`src/rtl/i2cram_pkg.sv`:
```
// ----------------------------------------------------------------------------
// I2C register access master package
// Shared types, codes and constants for the byte-level I2C transaction
// sequencer and its result queue.
// ----------------------------------------------------------------------------
`default_nettype none

package i2cram_pkg;

  // Most results that one input item can cause.
  localparam int unsigned RES_MAX    = 3;
  // Depth of the result queue; must hold one item's results plus one waiting.
  localparam int unsigned FIFO_DEPTH = 4;

  localparam logic [6:0]  ADDR_LOW      = 7'h08;
  localparam logic [6:0]  ADDR_HIGH     = 7'h77;
  localparam logic [15:0] TIMEOUT_RESET = 16'd200;

  // Input item kinds.
  localparam logic [2:0] REQ_CMD   = 3'd0;
  localparam logic [2:0] REQ_WDATA = 3'd1;
  localparam logic [2:0] REQ_RESP  = 3'd2;
  localparam logic [2:0] REQ_TICK  = 3'd3;
  localparam logic [2:0] REQ_FAULT = 3'd4;

  // Command kinds.
  localparam logic [1:0] CMD_PROBE = 2'd0;
  localparam logic [1:0] CMD_READ  = 2'd1;
  localparam logic [1:0] CMD_WRITE = 2'd2;

  // Fault kinds.
  localparam logic [1:0] FAULT_ARB     = 2'd0;
  localparam logic [1:0] FAULT_OVERRUN = 2'd2;

  typedef enum logic [6:0] {
    PH_IDLE       = 7'b0000001,
    PH_ADDR_W     = 7'b0000010,
    PH_REG        = 7'b0000100,
    PH_WAIT_WDATA = 7'b0001000,
    PH_WDATA      = 7'b0010000,
    PH_ADDR_R     = 7'b0100000,
    PH_RDATA      = 7'b1000000
  } phase_e;

  typedef enum logic [2:0] {
    ACT_START   = 3'd0,
    ACT_SEND    = 3'd1,
    ACT_RX_ACK  = 3'd2,
    ACT_RX_NACK = 3'd3,
    ACT_STOP    = 3'd4,
    ACT_DATA    = 3'd5,
    ACT_DONE    = 3'd6
  } action_e;

  typedef enum logic [2:0] {
    ST_OK        = 3'd0,
    ST_BAD_PARAM = 3'd1,
    ST_TIMEOUT   = 3'd2,
    ST_NACK_ADDR = 3'd3,
    ST_NACK_DATA = 3'd4,
    ST_ARB_LOST  = 3'd5,
    ST_BUS_ERROR = 3'd6,
    ST_OVERRUN   = 3'd7
  } status_e;

  typedef struct packed {
    logic [2:0] req_type;
    logic [1:0] cmd_kind;
    logic [6:0] dev_addr;
    logic [7:0] reg_index;
    logic [7:0] byte_count;
    logic [7:0] data_byte;
    logic       acked;
    logic [1:0] fault_kind;
  } item_t;

  typedef struct packed {
    phase_e      phase;
    logic [1:0]  op_kind;
    logic [6:0]  target_addr;
    logic [7:0]  target_reg;
    logic [7:0]  bytes_left;
    logic [15:0] wait_ticks;
  } seq_state_t;

  typedef struct packed {
    action_e    action;
    logic [7:0] out_byte;
    status_e    status;
    logic       last;
  } result_t;

  typedef result_t [RES_MAX-1:0] res_vec_t;

  function automatic result_t mk_res(action_e act, logic [7:0] byte_val, status_e st);
    result_t r;
    r.action   = act;
    r.out_byte = byte_val;
    r.status   = st;
    r.last     = 1'b0;
    return r;
  endfunction

endpackage

`default_nettype wire

```
`src/rtl/i2cram_step.sv`:
```
// ----------------------------------------------------------------------------
// I2C register access master step logic
// Next-state and result logic for one input item of the sequencer.
// ----------------------------------------------------------------------------
`default_nettype none

module i2cram_step #(
  parameter int unsigned MAX_LENGTH = 255
) (
  input  var i2cram_pkg::item_t      item_i,
  input  var i2cram_pkg::seq_state_t cur_i,
  input  wire logic [15:0]           timeout_i,
  output var i2cram_pkg::seq_state_t nxt_o,
  output var i2cram_pkg::res_vec_t   res_o,
  output logic [1:0]                 res_n_o
);

  logic                 bad_cmd;
  logic [7:0]           left_m1;
  logic [15:0]          tick_inc;
  i2cram_pkg::status_e  fault_st;

  assign bad_cmd = (item_i.dev_addr < i2cram_pkg::ADDR_LOW) ||
                   (item_i.dev_addr > i2cram_pkg::ADDR_HIGH) ||
                   (item_i.cmd_kind > i2cram_pkg::CMD_WRITE) ||
                   ((item_i.cmd_kind == i2cram_pkg::CMD_READ) &&
                    (item_i.byte_count == 8'd0)) ||
                   (17'(item_i.byte_count) > 17'(MAX_LENGTH));

  assign left_m1  = cur_i.bytes_left - 8'd1;
  assign tick_inc = (cur_i.wait_ticks == 16'hFFFF) ? cur_i.wait_ticks
                                                   : cur_i.wait_ticks + 16'd1;

  always_comb begin
    case (item_i.fault_kind)
      i2cram_pkg::FAULT_ARB:     fault_st = i2cram_pkg::ST_ARB_LOST;
      i2cram_pkg::FAULT_OVERRUN: fault_st = i2cram_pkg::ST_OVERRUN;
      default:                   fault_st = i2cram_pkg::ST_BUS_ERROR;
    endcase
  end

  always_comb begin
    nxt_o   = cur_i;
    res_o   = '0;
    res_n_o = 2'd0;
    unique case (item_i.req_type)
      i2cram_pkg::REQ_CMD: begin
        if (cur_i.phase == i2cram_pkg::PH_IDLE) begin
          if (bad_cmd) begin
            res_o[0] = i2cram_pkg::mk_res(i2cram_pkg::ACT_DONE, 8'd0,
                                          i2cram_pkg::ST_BAD_PARAM);
            res_n_o  = 2'd1;
          end else begin
            nxt_o.op_kind     = item_i.cmd_kind;
            nxt_o.target_addr = item_i.dev_addr;
            nxt_o.target_reg  = item_i.reg_index;
            nxt_o.bytes_left  = item_i.byte_count;
            nxt_o.wait_ticks  = 16'd0;
            nxt_o.phase       = i2cram_pkg::PH_ADDR_W;
            res_o[0] = i2cram_pkg::mk_res(i2cram_pkg::ACT_START, 8'd0, i2cram_pkg::ST_OK);
            res_o[1] = i2cram_pkg::mk_res(i2cram_pkg::ACT_SEND, {item_i.dev_addr, 1'b0},
                                          i2cram_pkg::ST_OK);
            res_n_o  = 2'd2;
          end
        end
      end
      i2cram_pkg::REQ_WDATA: begin
        if (cur_i.phase == i2cram_pkg::PH_WAIT_WDATA) begin
          nxt_o.phase      = i2cram_pkg::PH_WDATA;
          nxt_o.wait_ticks = 16'd0;
          res_o[0] = i2cram_pkg::mk_res(i2cram_pkg::ACT_SEND, item_i.data_byte,
                                        i2cram_pkg::ST_OK);
          res_n_o  = 2'd1;
        end
      end
      i2cram_pkg::REQ_RESP: begin
        nxt_o.wait_ticks = 16'd0;
        unique case (cur_i.phase)
          i2cram_pkg::PH_ADDR_W, i2cram_pkg::PH_REG, i2cram_pkg::PH_WDATA,
          i2cram_pkg::PH_ADDR_R: begin
            if (!item_i.acked || (cur_i.phase == i2cram_pkg::PH_ADDR_W &&
                                  cur_i.op_kind == i2cram_pkg::CMD_PROBE)) begin
              // A nack anywhere before read data, or a probe that got its ack.
              nxt_o.phase      = i2cram_pkg::PH_IDLE;
              nxt_o.bytes_left = 8'd0;
              res_o[0] = i2cram_pkg::mk_res(i2cram_pkg::ACT_STOP, 8'd0, i2cram_pkg::ST_OK);
              res_o[1] = i2cram_pkg::mk_res(i2cram_pkg::ACT_DONE, 8'd0,
                           !item_i.acked ?
                             ((cur_i.phase == i2cram_pkg::PH_WDATA) ?
                                i2cram_pkg::ST_NACK_DATA : i2cram_pkg::ST_NACK_ADDR) :
                             i2cram_pkg::ST_OK);
              res_n_o  = 2'd2;
            end else if (cur_i.phase == i2cram_pkg::PH_ADDR_W) begin
              nxt_o.phase = i2cram_pkg::PH_REG;
              res_o[0] = i2cram_pkg::mk_res(i2cram_pkg::ACT_SEND, cur_i.target_reg,
                                            i2cram_pkg::ST_OK);
              res_n_o  = 2'd1;
            end else if (cur_i.phase == i2cram_pkg::PH_ADDR_R) begin
              nxt_o.phase = i2cram_pkg::PH_RDATA;
              res_o[0] = i2cram_pkg::mk_res((cur_i.bytes_left == 8'd1) ?
                                              i2cram_pkg::ACT_RX_NACK :
                                              i2cram_pkg::ACT_RX_ACK,
                                            8'd0, i2cram_pkg::ST_OK);
              res_n_o  = 2'd1;
            end else if (cur_i.phase == i2cram_pkg::PH_REG &&
                         cur_i.op_kind == i2cram_pkg::CMD_READ) begin
              // Repeated start with the read address.
              nxt_o.phase = i2cram_pkg::PH_ADDR_R;
              res_o[0] = i2cram_pkg::mk_res(i2cram_pkg::ACT_START, 8'd0, i2cram_pkg::ST_OK);
              res_o[1] = i2cram_pkg::mk_res(i2cram_pkg::ACT_SEND,
                                            {cur_i.target_addr, 1'b1}, i2cram_pkg::ST_OK);
              res_n_o  = 2'd2;
            end else begin
              // Write path: index or data byte acked.
              if (cur_i.phase == i2cram_pkg::PH_WDATA) begin
                nxt_o.bytes_left = left_m1;
              end
              if ((cur_i.phase == i2cram_pkg::PH_WDATA) ? (left_m1 == 8'd0)
                                                        : (cur_i.bytes_left == 8'd0)) begin
                nxt_o.phase      = i2cram_pkg::PH_IDLE;
                nxt_o.bytes_left = 8'd0;
                res_o[0] = i2cram_pkg::mk_res(i2cram_pkg::ACT_STOP, 8'd0, i2cram_pkg::ST_OK);
                res_o[1] = i2cram_pkg::mk_res(i2cram_pkg::ACT_DONE, 8'd0, i2cram_pkg::ST_OK);
                res_n_o  = 2'd2;
              end else begin
                nxt_o.phase = i2cram_pkg::PH_WAIT_WDATA;
              end
            end
          end
          i2cram_pkg::PH_RDATA: begin
            res_o[0] = i2cram_pkg::mk_res(i2cram_pkg::ACT_DATA, item_i.data_byte,
                                          i2cram_pkg::ST_OK);
            nxt_o.bytes_left = left_m1;
            if (left_m1 == 8'd0) begin
              nxt_o.phase = i2cram_pkg::PH_IDLE;
              res_o[1] = i2cram_pkg::mk_res(i2cram_pkg::ACT_STOP, 8'd0, i2cram_pkg::ST_OK);
              res_o[2] = i2cram_pkg::mk_res(i2cram_pkg::ACT_DONE, 8'd0, i2cram_pkg::ST_OK);
              res_n_o  = 2'd3;
            end else begin
              res_o[1] = i2cram_pkg::mk_res((left_m1 == 8'd1) ? i2cram_pkg::ACT_RX_NACK :
                                                                i2cram_pkg::ACT_RX_ACK,
                                            8'd0, i2cram_pkg::ST_OK);
              res_n_o  = 2'd2;
            end
          end
          default: ;
        endcase
      end
      i2cram_pkg::REQ_TICK: begin
        if (cur_i.phase != i2cram_pkg::PH_IDLE &&
            cur_i.phase != i2cram_pkg::PH_WAIT_WDATA) begin
          nxt_o.wait_ticks = tick_inc;
          if (tick_inc >= timeout_i) begin
            nxt_o.phase      = i2cram_pkg::PH_IDLE;
            nxt_o.bytes_left = 8'd0;
            nxt_o.wait_ticks = 16'd0;
            res_o[0] = i2cram_pkg::mk_res(i2cram_pkg::ACT_STOP, 8'd0, i2cram_pkg::ST_OK);
            res_o[1] = i2cram_pkg::mk_res(i2cram_pkg::ACT_DONE, 8'd0,
                                          i2cram_pkg::ST_TIMEOUT);
            res_n_o  = 2'd2;
          end
        end
      end
      i2cram_pkg::REQ_FAULT: begin
        if (cur_i.phase != i2cram_pkg::PH_IDLE) begin
          nxt_o.phase      = i2cram_pkg::PH_IDLE;
          nxt_o.bytes_left = 8'd0;
          nxt_o.wait_ticks = 16'd0;
          res_o[0] = i2cram_pkg::mk_res(i2cram_pkg::ACT_STOP, 8'd0, i2cram_pkg::ST_OK);
          res_o[1] = i2cram_pkg::mk_res(i2cram_pkg::ACT_DONE, 8'd0, fault_st);
          res_n_o  = 2'd2;
        end
      end
      default: ;
    endcase
    // Flag the final result of this item.
    res_o[0].last = (res_n_o == 2'd1);
    res_o[1].last = (res_n_o == 2'd2);
    res_o[2].last = (res_n_o == 2'd3);
  end

endmodule

`default_nettype wire

```
`src/rtl/i2cram_res_fifo.sv`:
```
// ----------------------------------------------------------------------------
// I2C register access master result queue
// Small register queue that takes up to three results per cycle and hands
// out one per cycle while pop_i is high.
// ----------------------------------------------------------------------------
`default_nettype none

module i2cram_res_fifo (
  input  wire logic                     clk_i,
  input  wire logic                     rst_ni,
  input  wire logic [1:0]               push_n_i,
  input  var  i2cram_pkg::res_vec_t     push_data_i,
  input  wire logic                     pop_i,
  output var  i2cram_pkg::result_t      head_o,
  output logic [2:0]                    count_o
);

  i2cram_pkg::result_t mem_q [i2cram_pkg::FIFO_DEPTH];
  logic [1:0]          wr_ptr_q, wr_ptr_d;
  logic [1:0]          rd_ptr_q, rd_ptr_d;
  logic [2:0]          count_q, count_d;

  assign wr_ptr_d = wr_ptr_q + push_n_i;
  assign rd_ptr_d = rd_ptr_q + 2'(pop_i);
  assign count_d  = count_q + 3'(push_n_i) - 3'(pop_i);

  always_ff @(posedge clk_i or negedge rst_ni) begin
    if (!rst_ni) begin
      wr_ptr_q <= '0;
      rd_ptr_q <= '0;
      count_q  <= '0;
    end else begin
      wr_ptr_q <= wr_ptr_d;
      rd_ptr_q <= rd_ptr_d;
      count_q  <= count_d;
    end
  end

  always_ff @(posedge clk_i) begin
    for (int i = 0; i < i2cram_pkg::RES_MAX; i++) begin
      if (2'(i) < push_n_i) begin
        mem_q[wr_ptr_q + 2'(i)] <= push_data_i[i];
      end
    end
  end

  assign head_o  = mem_q[rd_ptr_q];
  assign count_o = count_q;

endmodule

`default_nettype wire

```
`src/rtl/i2c_register_access_master_top.sv`:
```
// ----------------------------------------------------------------------------
// I2C register access master, top level
// Path: an accepted input transfer waits in the input register, then the step
//   logic pushes its results into the result queue that drives the output.
// Throughput: one input transfer per cycle while each item yields at most one
//   result and the output is not stalled; several results leave one at a time.
// Reset: asynchronous, active low; idle phase, timeout register at 200.
// ----------------------------------------------------------------------------
`default_nettype none

module i2c_register_access_master_top #(
  parameter int unsigned MAX_LENGTH = 255
) (
  input  wire logic        clk_i,
  input  wire logic        rst_ni,
  // Input channel.
  input  wire logic        in_valid_i,
  output logic             in_stall_o,
  input  wire logic [2:0]  req_type_i,
  input  wire logic [1:0]  cmd_kind_i,
  input  wire logic [6:0]  dev_addr_i,
  input  wire logic [7:0]  reg_index_i,
  input  wire logic [7:0]  byte_count_i,
  input  wire logic [7:0]  data_byte_i,
  input  wire logic        acked_i,
  input  wire logic [1:0]  fault_kind_i,
  // Result channel.
  output logic             out_valid_o,
  input  wire logic        out_stall_i,
  output logic [2:0]       action_o,
  output logic [7:0]       out_byte_o,
  output logic [2:0]       status_o,
  output logic             last_o,
  // Configuration channel: timeout in ticks.
  input  wire logic        cfg_valid_i,
  output logic             cfg_ready_o,
  input  wire logic [15:0] cfg_data_i
);

  // Input register stage. The item sits here until the result queue has room
  // for everything it can produce.
  logic                   s1_valid_q;
  i2cram_pkg::item_t      s1_item_q;
  logic                   s1_go;
  logic                   in_accept;

  // Sequencer state and the timeout register.
  i2cram_pkg::seq_state_t state_q, state_d;
  logic [15:0]            timeout_q;

  // Step results on their way into the queue.
  i2cram_pkg::res_vec_t   step_res;
  logic [1:0]             step_n;
  logic [1:0]             push_n;

  // Result queue.
  i2cram_pkg::result_t    head;
  logic [2:0]             fifo_count;
  logic                   out_pop;
  logic [2:0]             fifo_after_pop;

  assign out_valid_o    = (fifo_count != 3'd0);
  assign out_pop        = out_valid_o && !out_stall_i;
  assign fifo_after_pop = fifo_count - 3'(out_pop);

  // The queue must keep room for a full burst of results from one item.
  assign s1_go      = s1_valid_q &&
                      (fifo_after_pop <= 3'(i2cram_pkg::FIFO_DEPTH - i2cram_pkg::RES_MAX));
  assign in_stall_o = s1_valid_q && !s1_go;
  assign in_accept  = in_valid_i && !in_stall_o;

  always_ff @(posedge clk_i or negedge rst_ni) begin
    if (!rst_ni) begin
      s1_valid_q <= 1'b0;
    end else if (in_accept) begin
      s1_valid_q <= 1'b1;
    end else if (s1_go) begin
      s1_valid_q <= 1'b0;
    end
  end

  always_ff @(posedge clk_i) begin
    if (in_accept) begin
      s1_item_q.req_type   <= req_type_i;
      s1_item_q.cmd_kind   <= cmd_kind_i;
      s1_item_q.dev_addr   <= dev_addr_i;
      s1_item_q.reg_index  <= reg_index_i;
      s1_item_q.byte_count <= byte_count_i;
      s1_item_q.data_byte  <= data_byte_i;
      s1_item_q.acked      <= acked_i;
      s1_item_q.fault_kind <= fault_kind_i;
    end
  end

  // Configuration writes are always taken; the user must send them only while idle, as the block does not enforce it.
  assign cfg_ready_o = 1'b1;

  always_ff @(posedge clk_i or negedge rst_ni) begin
    if (!rst_ni) begin
      timeout_q <= i2cram_pkg::TIMEOUT_RESET;
    end else if (cfg_valid_i && cfg_ready_o) begin
      timeout_q <= cfg_data_i;
    end
  end

  i2cram_step #(
    .MAX_LENGTH (MAX_LENGTH)
  ) u_step (
    .item_i    (s1_item_q),
    .cur_i     (state_q),
    .timeout_i (timeout_q),
    .nxt_o     (state_d),
    .res_o     (step_res),
    .res_n_o   (step_n)
  );

  // State only moves when the held item is processed.
  always_ff @(posedge clk_i or negedge rst_ni) begin
    if (!rst_ni) begin
      state_q.phase       <= i2cram_pkg::PH_IDLE;
      state_q.op_kind     <= '0;
      state_q.target_addr <= '0;
      state_q.target_reg  <= '0;
      state_q.bytes_left  <= '0;
      state_q.wait_ticks  <= '0;
    end else if (s1_go) begin
      state_q <= state_d;
    end
  end

  assign push_n = s1_go ? step_n : 2'd0;

  i2cram_res_fifo u_res_fifo (
    .clk_i       (clk_i),
    .rst_ni      (rst_ni),
    .push_n_i    (push_n),
    .push_data_i (step_res),
    .pop_i       (out_pop),
    .head_o      (head),
    .count_o     (fifo_count)
  );

  assign action_o   = head.action;
  assign out_byte_o = head.out_byte;
  assign status_o   = head.status;
  assign last_o     = head.last;

  // The result queue never holds more than its depth.
  a_fifo_bound: assert property (@(posedge clk_i) disable iff (!rst_ni)
    fifo_count <= 3'(i2cram_pkg::FIFO_DEPTH))
    else $error("result queue overflow");

  // An idle sequencer carries no leftover byte count or tick count.
  a_idle_clean: assert property (@(posedge clk_i) disable iff (!rst_ni)
    (state_q.phase == i2cram_pkg::PH_IDLE) |->
      (state_q.bytes_left == 8'd0 && state_q.wait_ticks == 16'd0))
    else $error("idle phase with stale counters");

  // Every item that yields results marks exactly one of them as last.
  a_one_last: assert property (@(posedge clk_i) disable iff (!rst_ni)
    s1_go |-> ($countones({step_res[2].last, step_res[1].last, step_res[0].last})
               == 32'(step_n != 2'd0)))
    else $error("last flag mismatch");

endmodule

`default_nettype wire
```
`config.mk`:
```
export PLATFORM = sky130hd
export DESIGN_NAME = i2c_register_access_master_top
export DESIGN_NICKNAME = d
export VERILOG_FILES = /design/src/rtl/i2cram_pkg.sv /design/src/rtl/i2cram_step.sv /design/src/rtl/i2cram_res_fifo.sv /design/src/rtl/i2c_register_access_master_top.sv
export SDC_FILE = /design/constraint.sdc
export NUM_CORES = 1
export LEC_CHECK = 0
export BUFFER_PORTS_ARGS = -buffer_cell sky130_fd_sc_hd__buf_2
export CORE_ASPECT_RATIO = 0.6
export CORE_UTILIZATION = 35
export CTS_CLUSTER_DIAMETER = 120
export DETAILED_ROUTE_END_ITERATION = 7
export GPL_TIMING_DRIVEN = 1
export PLACE_DENSITY_LB_ADDON = 0.05
export SLEW_MARGIN = 20
export SYNTH_ARGS = -nofsm -noshare
export SYNTH_HDL_FRONTEND = slang
export SYNTH_SLANG_ARGS = --single-unit
```
`constraint.sdc`:
```
create_clock -name clk_i -period 5.5 [get_ports clk_i]
set_input_delay 0.275 -clock clk_i [delete_from_list [all_inputs] [get_ports clk_i]]
set_output_delay 0.275 -clock clk_i [all_outputs]
set_load 0.01 [all_outputs]
```
# [Yosys cells after proc, flatten, opt, wreduce, memory -nomap -nowiden]
# Memory sizes are Yosys's and may differ from the RTL's.
# Index checks and enable logic that the tools add are counted.
# Widths: inputs -> output; s select.
[totals] out_inout_bits=18 regBits=111 inputBits=60 mem_bits_rw=60 n_memories=1 wordCells=181
[classes] bitwise=1 n_eq_ne=34 addsub=9 order_cmp=8 reduce_logical=31 n_mux=78
[memory_table] name="u_res_fifo.mem_q" words=4 word_bits=15 rd=1 rd_clocked_by_memory_dff=0 wr=3 line_no="i2cram_res_fifo.sv:18" rtl="i2cram_pkg::result_t mem_q [i2cram_pkg::FIFO_DEPTH];"
[op_table] operator="$mux 30" n=6
[op_table] operator="$mux 15" n=9
[op_table] operator="$mux 48" n=2
[op_table] operator="$pmux 16 s5" n=1
[op_table] operator="$pmux 15 s5" n=1
[op_table] operator="$mux 24" n=3
[op_table] operator="$pmux 15 s4" n=1
[op_table] operator="$pmux 30 s2" n=1
[op_table] operator="$mux 7" n=8
[op_table] operator="$mux 8" n=6
[op_table] operator="$pmux 7 s5" n=1
[op_table] operator="$mux 16" n=2
[op_table] operator="$pmux 8 s4" n=1
[op_table] operator="$mux 28" n=1
[op_table] operator="$mux 13" n=2
[op_table] operator="$logic_not 8->1" n=3
[op_table] operator="$mux 2" n=11
[op_table] operator="$add 16x1->16 const B" n=1
[op_table] operator="$eq 16x16->1 const B" n=1
[op_table] operator="$eq 8x1->1 const B" n=2
[op_table] operator="$ge 16x16->1" n=1
[op_table] operator="$pmux 8 s2" n=1
[op_table] operator="$pmux 7 s2" n=1
[op_table] operator="$mux 1" n=13
[op_table] operator="54 further kinds" n=82

# [Longest topological paths before layout]
# Gate-level depths: netlist of run 1.
[logic_depth] ltp_word=14 mapped_depth=21

# [Cells and area by module]
# From an unflattened synthesis of run 1, not the netlist that was laid out.
[unflattened] cells_unflattened=1093 hier_area_um2=10786.6
[modules_own_cells] mod="i2c_register_access_master_top" cells_per_inst=192 n_inst=1 area_per_inst_um2=3928.8
[modules_own_cells] mod="i2cram_res_fifo" cells_per_inst=395 n_inst=1 area_per_inst_um2=3901.2
[modules_own_cells] mod="i2cram_step" cells_per_inst=506 n_inst=1 area_per_inst_um2=2956.6

# [Worst setup path before layout of run 1]
# Ideal clock, no wire load.
[synth_timing] path_type="register to register" start="register state_q[0] in the netlist's numbering" end="register u_res_fifo.count_q[2], in the netlist u_res_fifo.count_o[2]" n_path_buf=2 path_slack_ps=863 period_less_slack_ps=4637 setup_time_ps=123 arrival_time_ps=4514 stages_incl_launch_ff=21 path_cell_list="dfrtp_1 ha_1 nand4_1 nor3_1 and2_1 clkbuf_1 or4b_2 xnor2_1 ha_1 nand2_1 nor3_1 o21ai_0 o311a_1 o21a_1 a31oi_4 buf_6 inv_6 ha_1 fa_1 xor2_1 xnor2_1"
[synth_via] elab_chain_cells=9
[synth_lines] element="from (decl)" line_no="i2c_register_access_master_top.sv:48" rtl="i2cram_pkg::seq_state_t state_q, state_d;"
[synth_lines] element="from (signal assigned)" line_no="i2c_register_access_master_top.sv:127" rtl="state_q <= state_d;"
[synth_lines] element="$add 16x1->16 or $eq 16x16->1 (tied branches)" line_no="i2cram_step.sv:32, i2cram_step.sv:31"
[synth_lines] element="$mux 16 *" line_no="i2cram_step.sv:31" rtl="assign tick_inc = (cur_i.wait_ticks == 16'hFFFF) ? cur_i.wait_ticks"
[synth_lines] element="$ge 16x16->1 *" line_no="i2cram_step.sv:153" rtl="if (tick_inc >= timeout_i) begin"
[synth_lines] element="$mux 2 *" line_no="i2cram_step.sv:153"
[synth_lines] element="$mux 2 *" line_no="i2cram_step.sv:150" rtl="if (cur_i.phase != i2cram_pkg::PH_IDLE &&"
[synth_lines] element="$pmux 2 s5 *" line_no="i2cram_step.sv:46" rtl="unique case (item_i.req_type)"
[synth_lines] element="$mux 2 *" line_no="i2c_register_access_master_top.sv:131" rtl="assign push_n = s1_go ? step_n : 2'd0;"
[synth_lines] element="$add 3x2->3 *" line_no="i2cram_res_fifo.sv:25" rtl="assign count_d = count_q + 3'(push_n_i) - 3'(pop_i);"
[synth_lines] element="$sub 3x1->3 *" line_no="i2cram_res_fifo.sv:25"
[synth_lines] element="named net u_res_fifo.count_d[2]" line_no="i2cram_res_fifo.sv:21" rtl="logic [2:0] count_q, count_d;"
[synth_lines] element="to (signal assigned)" line_no="i2cram_res_fifo.sv:35" rtl="count_q <= count_d;"
[synth_lines] element="to (decl)" line_no="i2cram_res_fifo.sv:21"
# The timed path passes the listed nets; every way through them passes the cells marked *.
# A chain may end at the register's enable or synchronous reset.

# [Worst setup path after layout of run 1]
# Ends and elaborated chain as after synthesis.

==> results.yml, run 1 <==
outcome:
  status: "finished clean"
synthesis:
  yosysSeqAreaShare: 0.473
  netlist.area_leader.share: 0.187
  synth_async_sr_flop_share: 0.421
  yosysWarnings: 0
  synthesis.nets: 975
  ys_ff_latch: 171
  synthFlopType: "dfrtp_1"
  netlist_top_cells_area: "dfrtp_1, edfxtp_1, dfxtp_1, o21ai_0, ha_1"
  synth_area_mm2: 0.00910
  syn_avg_cell_area_um2: 10.3
  yosysTopAreaCell: "dfrtp_1"
  synth_cell_type_count: 82
  synth_edf_count: 51
  postSynthCellCount: 887
route:
  post-route-drc-count: 0
  drt-total-wl_um: 27100
  ant_nets: 0
  dr.pass1.iters: 5
  avgRoutedWirePerCell_um: 19.9
  drtIter0Drc: 526
  num_vias: 7242
  via_per_inst: 5.32
sta:
  rsz0062_at_grt: "false"
  min_period_over_period: 0.923
  fmax_ghz: 0.197
  worst_pin_slew_ns: 0.984
  hold_violations: 0
  max-slew-margin-rel: 0.344
  setup_viol: 0
  fin_skew_ns: 0.0106
  period_needed_ns: 5.07
  fin_setup_tns_ns: 0
  worst_hold_slack_ns: 0.0155
  maxSlewViolCount: 0
clocking:
  clk_pin_slew_ns: 0.07
  numCtsBuffers: 17
  clockBufferDepth: 2
  cts_root_buf: "clkbuf_16"
  worstSkewPairLatency_ns: 0.46
  cts_max_level: 4
  cts_sinks: 171
  cts_tree: "built"
pwr:
  power_density_mw_per_mm2: 418
  pwr-share-clk: 0.273
  combPwrFrac: 0.306
  peakVddDrop_mv: 0.204
  p_sw_mw: 1.72
  sequentialPowerShare: 0.421
  p_leak_nw: 4.50
  sw_frac_of_total: 0.380
  p_int_mw: 2.82
  finalPower_mw: 4.54
global_routing:
  track_usage: 0.213
  grt_first_pass_wirelength_um: 42000
  grt_pass1_vias: 6897
  grt-busiest-layer: "met1"
  grt-ovfl-total: 0
  met2_usage: 0.249
  met1_usage: 0.354
  grt_max_degree: 73
  use_met3: 0.0577
  antenna_found_initial: 0
worst_setup_path:
  crit_chain: "ha_1 -> nand4_1 -> nor3_2 -> and2_1 -> or4b_2 -> xnor2_1 -> ha_1 -> nand2_1 -> nor3_1 -> o21ai_0 -> o311a_1 -> o21a_1 -> a31oi_4 -> inv_6 -> ha_1 -> fa_1 -> xor2_1 -> xnor2_1"
  crit_path_end_kind: "flop"
  r2r_start: "state_q[0]$_DFFE_PN0P_"
  r2r_slack_ns: 0.43
  critPathArrivalTime_ns: 5.42
  r2r_cells: 18
  path_max_fanout: 9
  path_class: "flop to flop"
  crit_path_end: "u_res_fifo.count_o[2]$_DFF_PN0_"
  crit_top_cell: "ha_1"
  cp.required_ns: 5.84
  worstSetupStartpointType: "flop"
  cp-startpoint: "state_q[0]$_DFFE_PN0P_"
  reg2reg_to: "u_res_fifo.count_o[2]$_DFF_PN0_"
  worst_path_largest_cell_delay_ns: 0.67
  cp_slowest_cell: "or4b_2"
hold_path:
  hold_path_class: "primary input to flop"
layout:
  antenna_cells: 0
  final_common_cell: "nand2_1"
  syn2layout_area_growth_pct: 19.3
  final_cell_mix: "nand2_1, buf_2, o21ai_0, dfrtp_1, nor2_1"
  nets: 1084
  stdcell_area_mm2: 0.0109
  drive_gt1_frac: 0.202
  final_cells: 1361
placed_design:
  io_buffers: 76
  dp_hpwl_um: 19800
  dpl_cell_area_mm2: 0.00985
  place.gp.congestion: 0.914
  placedCellCount: 1289
floorplan:
  fp.dieH_um: 127
  rows: 45
  coreArea_mm2: 0.0254
  dieArea_mm2: 0.0267
  io_pins: 78
  die_w_um: 210
  start_util: 0.358
job:
  cap_violations: 0
cell families (layout without fill, tap and decap cells):
group / Yosys count / after routing / synth area share
AO/OA/AOI/OAI: 238 / 238 / 0.180
XOR/XNOR: 21 / 21 / 0.0202
adder cells (fa/ha/maj): 28 / 28 / 0.0393
buffers and inverters: 82 / 204 / 0.0415
flip-flops: 171 / 171 / 0.473
multiplexers: 50 / 50 / 0.0784
other: 1 / 1 / 0.000412
AND/OR/NAND/NOR: 296 / 296 / 0.167
worst min-delay path by stage:
stage	startpoint	to	slack, ns	depth (start not counted)
2_1_floorplan	rst_ni	s1_valid_q$_DFFE_PN0P_	-0.02	0
3_3_place_gp	u_res_fifo.mem_q[2][1]$_SDFFE_PP0P_	u_res_fifo.mem_q[2][1]$_SDFFE_PP0P_	0.44	2
3_5_place_dp	u_res_fifo.mem_q[0][4]$_SDFFE_PP0P_	u_res_fifo.mem_q[0][4]$_SDFFE_PP0P_	0.44	2
4_1_cts	cfg_data_i[15]	timeout_q[15]$_DFFE_PN0P_	0.003	3
5_1_grt	cfg_data_i[4]	timeout_q[4]$_DFFE_PN0P_	0.02	3
6_report	cfg_data_i[15]	timeout_q[15]$_DFFE_PN0P_	0.02	3
sequential cells by signal, summed over array words and instances (netlist names):
register / cells
timeout_q: 16
u_res_fifo.wr_ptr_q: 2
state_q: 48
u_res_fifo.count_o: 3
u_res_fifo.mem_q: 60
s1_item_q: 39
s1_valid_q: 1
u_res_fifo.rd_ptr_q: 2
power by group through the flow:
stage | clock network (mW) | logic [mW] | registers, mW
global route | 1.32 | 1.54 | 1.96
floorplan | 0 | 1.10 | 1.75
finish | 1.24 | 1.39 | 1.91
global placement | 0 | 1.37 | 1.94
detailed placement | 0 | 1.36 | 1.94
CTS | 1.27 | 1.38 | 1.91
stage by stage:
| stage | util | setup slack, ns |
|---|---|---|
| 2_1_floorplan | - | 0.863 |
| 3_3_place_gp | 0.388 | 0.517 |
| 3_5_place_dp | 0.388 | 0.362 |
| 4_1_cts | 0.427 | 0.328 |
| 5_1_grt | 0.428 | 0.00528 |
| 6_report | 0.428 | 0.426 |
cells in the mapped netlist (all sizes together), types with 20 or more instances:
cell type / number
nand2: 90
o21ai: 75
dfrtp: 68
nor2: 67
edfxtp: 51
dfxtp: 48
inv: 36
a21oi: 34
nand3: 30
ha: 27
clkbuf: 24
buf: 22
nor3: 21
mux2: 20
timing repair:
item	4_1_cts	5_1_grt
buffers inserted	0	0
resized for setup	0	1
hold endpoints to repair	39	68
setup endpoints to repair	0	36
hold buffers	39	1
routing by layer:
layer  wire length (µm)  vias to the layer above  share of wire
met5                  0                        -              0
met4                307                        0          0.011
met3               2340                       22          0.086
met2               9590                      253           0.35
met1              14800                     3426           0.55
li1                   -                     3541              -
worst max-delay path, delay by kind of cell, from the launching register on:
family | cells | cell delay, ns
buffers and inverters | 1 | 0.11
AO/OA/AOI/OAI | 4 | 1.15
XOR/XNOR | 3 | 0.45
AND/OR/NAND/NOR | 6 | 1.55
adder cells (fa/ha/maj) | 4 | 1.23
flip-flops | 1 | 0.44
final cells by class:
cell class                      count  area (µm²)
Clock buffer                       17         425
Clock inverter                     15         166
Fill cell                        2492       14500
Inverter                           36         140
Multi-Input combinational cell    634        4450
Sequential cell                   171        4300
Tap cell                          352         440
Timing Repair Buffer              136         937
(Power assumes the default switching activity.)
==> run 2, diff against run 1 <==
--- a/config.mk
+++ b/config.mk
@@ -15,4 +15,5 @@
 export SLEW_MARGIN = 20
 export SYNTH_ARGS = -nofsm -noshare
 export SYNTH_HDL_FRONTEND = slang
+export SYNTH_HIERARCHICAL = 1
 export SYNTH_SLANG_ARGS = --single-unit
==> run 2 against run 1 <==
Against the previous run:
- clock skew increased by 0.0075 ns
- critical path type unchanged
- first-iteration DRC count increased by 39%
- register-to-register slack got worse by 0.09 ns
- sequential cell count unchanged
- via count increased by 16%
- critical path depth increased by 1
- total power increased by 8.9%
- final cell count increased by 18%
- core utilization decreased by 1.3 points
==> results.yml, run 2 <==
outcome:
  status: "finished clean"
sta:
  period_needed_ns: 5.16
  worst_slack_ns: 0.339
  fin_skew_ns: 0.0181
  maxSlewViolCount: 0
  rsz0062_at_grt: "false"
  fmax_ghz: 0.194
  min_period_over_period: 0.938
  worst_pin_slew_ns: 1.11
  setup_viol: 0
  max-slew-margin-rel: 0.259
  worst_hold_slack_ns: 0.0244
  fin_setup_tns_ns: 0
  hold_violations: 0
worst_setup_path:
  r2r_start: "state_q[3]$_DFFE_PN0P_"
  path_class: "flop to flop"
  cp.buffers_inverters: 1
  critPathTopFamily: "simple AND/OR/NAND/NOR gates"
  worstSetupStartpointType: "flop"
  crit_path_end_kind: "flop"
  crit_top_cell: "and4_1"
  cp_slowest_cell: "nor3b_4"
  path_max_fanout: 15
  r2r_cells: 19
  reg2reg_to: "u_res_fifo/mem_q[1][4]$_DFFE_PP_"
  r2r_slack_ns: 0.34
  worst_path_largest_cell_delay_ns: 0.76
  cp.required_ns: 5.78
  critPathArrivalTime_ns: 5.44
  crit_chain: "and4_1 -> and4_1 -> and3_1 -> a21oi_1 -> and4_1 -> xor2_1 -> ha_1 -> o211ai_1 -> nor3_1 -> nand2_1 -> a221o_1 -> nor2_1 -> nor2_1 -> o211a_4 -> inv_2 -> and2_1 -> nor3b_4 -> nand2_1 -> a31oi_1"
layout:
  final_cells: 1612
  largest-register: "u_res_fifo/mem_q"
  syn2layout_area_growth_pct: 15.7
  stdcell_area_mm2: 0.0125
  final_core_util: 0.414
  seq_area_mm2: 0.00478
  n_fill_cell: 2962
  final_common_cell: "nand2_1"
  largest_reg_flops: 60
  multi_input_area_mm2: 0.00537
  drive_gt1_frac: 0.203
  antenna_cells: 0
  final_cell_mix: "nand2_1, nor2_1, edfxtp_1, buf_2, dfrtp_1"
  largestRegisters: "u_res_fifo/mem_q x60, state_q x48, s1_item_q x39"
  nets: 1280
synthesis:
  netlist_top_cells_area: "edfxtp_1, dfrtp_1, nand2_1, mux2_4, nor2_1"
  syn_avg_cell_area_um2: 9.87
  yosysTopAreaCell: "edfxtp_1"
  synth.most_common_cell: "nand2_1"
  synth_edf_count: 99
  synthFlopType: "edfxtp_1"
  synth_cell_type_count: 84
  yosysSeqAreaShare: 0.443
  synth_async_sr_flop_share: 0.421
  netlist.area_leader.share: 0.276
  yosysWarnings: 6
  ys_top_cells_by_count: "nand2_1, nor2_1, edfxtp_1"
  postSynthCellCount: 1093
  ys_ff_latch: 171
  synth_area_mm2: 0.0108
route:
  post-route-drc-count: 0
  ant_nets: 0
  dr.pass1.iters: 6
  avgRoutedWirePerCell_um: 19.7
  drt-total-wl_um: 31800
  drtIter0Drc: 730
  num_vias: 8433
  via_per_inst: 5.23
clocking:
  cts_resized: 0
  worstSkewPairLatency_ns: 0.46
  clockBufferDepth: 2
  cts_sinks: 171
  cts_max_level: 4
  cts_root_buf: "clkbuf_16"
  numCtsBuffers: 17
  cts_tree: "built"
  clk_pin_slew_ns: 0.07
global_routing:
  grt_first_pass_wirelength_um: 48700
  grt-ovfl-total: 0
  grt_max_degree: 73
  grt_pass1_vias: 7993
  antenna_found_initial: 0
  track_usage: 0.208
hold_path:
  hp-start: "fault_kind_i[1]"
  holdPathStages: 1
  hold_path_class: "primary input to flop"
  hold_end: "s1_item_q[1]$_DFFE_PP_"
pwr:
  power_density_mw_per_mm2: 397
  p_leak_nw: 5.23
  finalPower_mw: 4.95
  peakVddDrop_mv: 0.199
placed_design:
  placedCellCount: 1542
  dpl_cell_area_mm2: 0.0115
  place.gp.congestion: 0.859
  place_ws_ns: 0.405
  dp_hpwl_um: 21900
  io_buffers: 76
floorplan:
  io_pins: 78
  rows: 49
  start_util: 0.358
  dieArea_mm2: 0.0315
  coreArea_mm2: 0.0301
  die_w_um: 229
  fp.dieH_um: 138
job:
  cap_violations: 0
## run 2: cell count changes after synthesis, moves of 20 or more
| cell | delta |
|---|---|
| mux2_4 | +48 |
| o21ai_0 | -27 |
| buf_4 | +20 |
| nand2_1 | +134 |
| edfxtp_1 | +48 |
| a31oi_1 | +57 |
| nor2_1 | +43 |
| dfxtp_1 | -48 |
## run 2: repair_timing
item,CTS,global route
buffers inserted,0,0
hold endpoints to repair,37,68
hold buffers,37,1
## run 2: cells by family after synthesis
family / after synthesis / share of synthesized area
buf+inv: 122 / 0.0650
compound gates: 215 / 0.132
simple gates: 451 / 0.191
mux: 81 / 0.117
xor+xnor: 22 / 0.0179
fa+ha+maj: 29 / 0.0343
other cells: 2 / 0.000696
flops: 171 / 0.443
## run 2: routing by layer
metal  global-route usage  vias to the layer above  wire length, µm
met5                    0                        -                0
met4               0.0466                        0              263
met1                0.336                     4045            17600
met3               0.0413                       19             1820
li1                     -                     4097                -
met2                0.273                      272            12100
## run 2: how the worst max path moves through the flow
stage	from	end	cells past startpoint
floorplan	state_q[3]$_DFFE_PN0P_	u_res_fifo/mem_q[3][0]$_DFFE_PP_	22
global placement	state_q[3]$_DFFE_PN0P_	u_res_fifo/mem_q[1][4]$_DFFE_PP_	19
detailed placement	state_q[3]$_DFFE_PN0P_	u_res_fifo/mem_q[1][4]$_DFFE_PP_	19
CTS	state_q[3]$_DFFE_PN0P_	u_res_fifo/mem_q[1][4]$_DFFE_PP_	19
global route	state_q[3]$_DFFE_PN0P_	u_res_fifo/mem_q[1][4]$_DFFE_PP_	19
finish	state_q[3]$_DFFE_PN0P_	u_res_fifo/mem_q[1][4]$_DFFE_PP_	19
## run 2: final cells by class
cell class,count,share of cell area
Multi-Input combinational cell,813,0.430
Sequential cell,171,0.383
Timing Repair Buffer,150,0.0882
Tap cell,408,0.0409
Clock buffer,18,0.0344
Clock inverter,14,0.0115
Inverter,38,0.0114
## run 2: power by group
| part | internal [mW] | leakage [nW] | switching, mW |
|---|---|---|---|
| Combinational | 0.803 | 3.09 | 1.02 |
| Sequential | 1.62 | 1.86 | 0.276 |
| Clock | 0.671 | 0.284 | 0.555 |
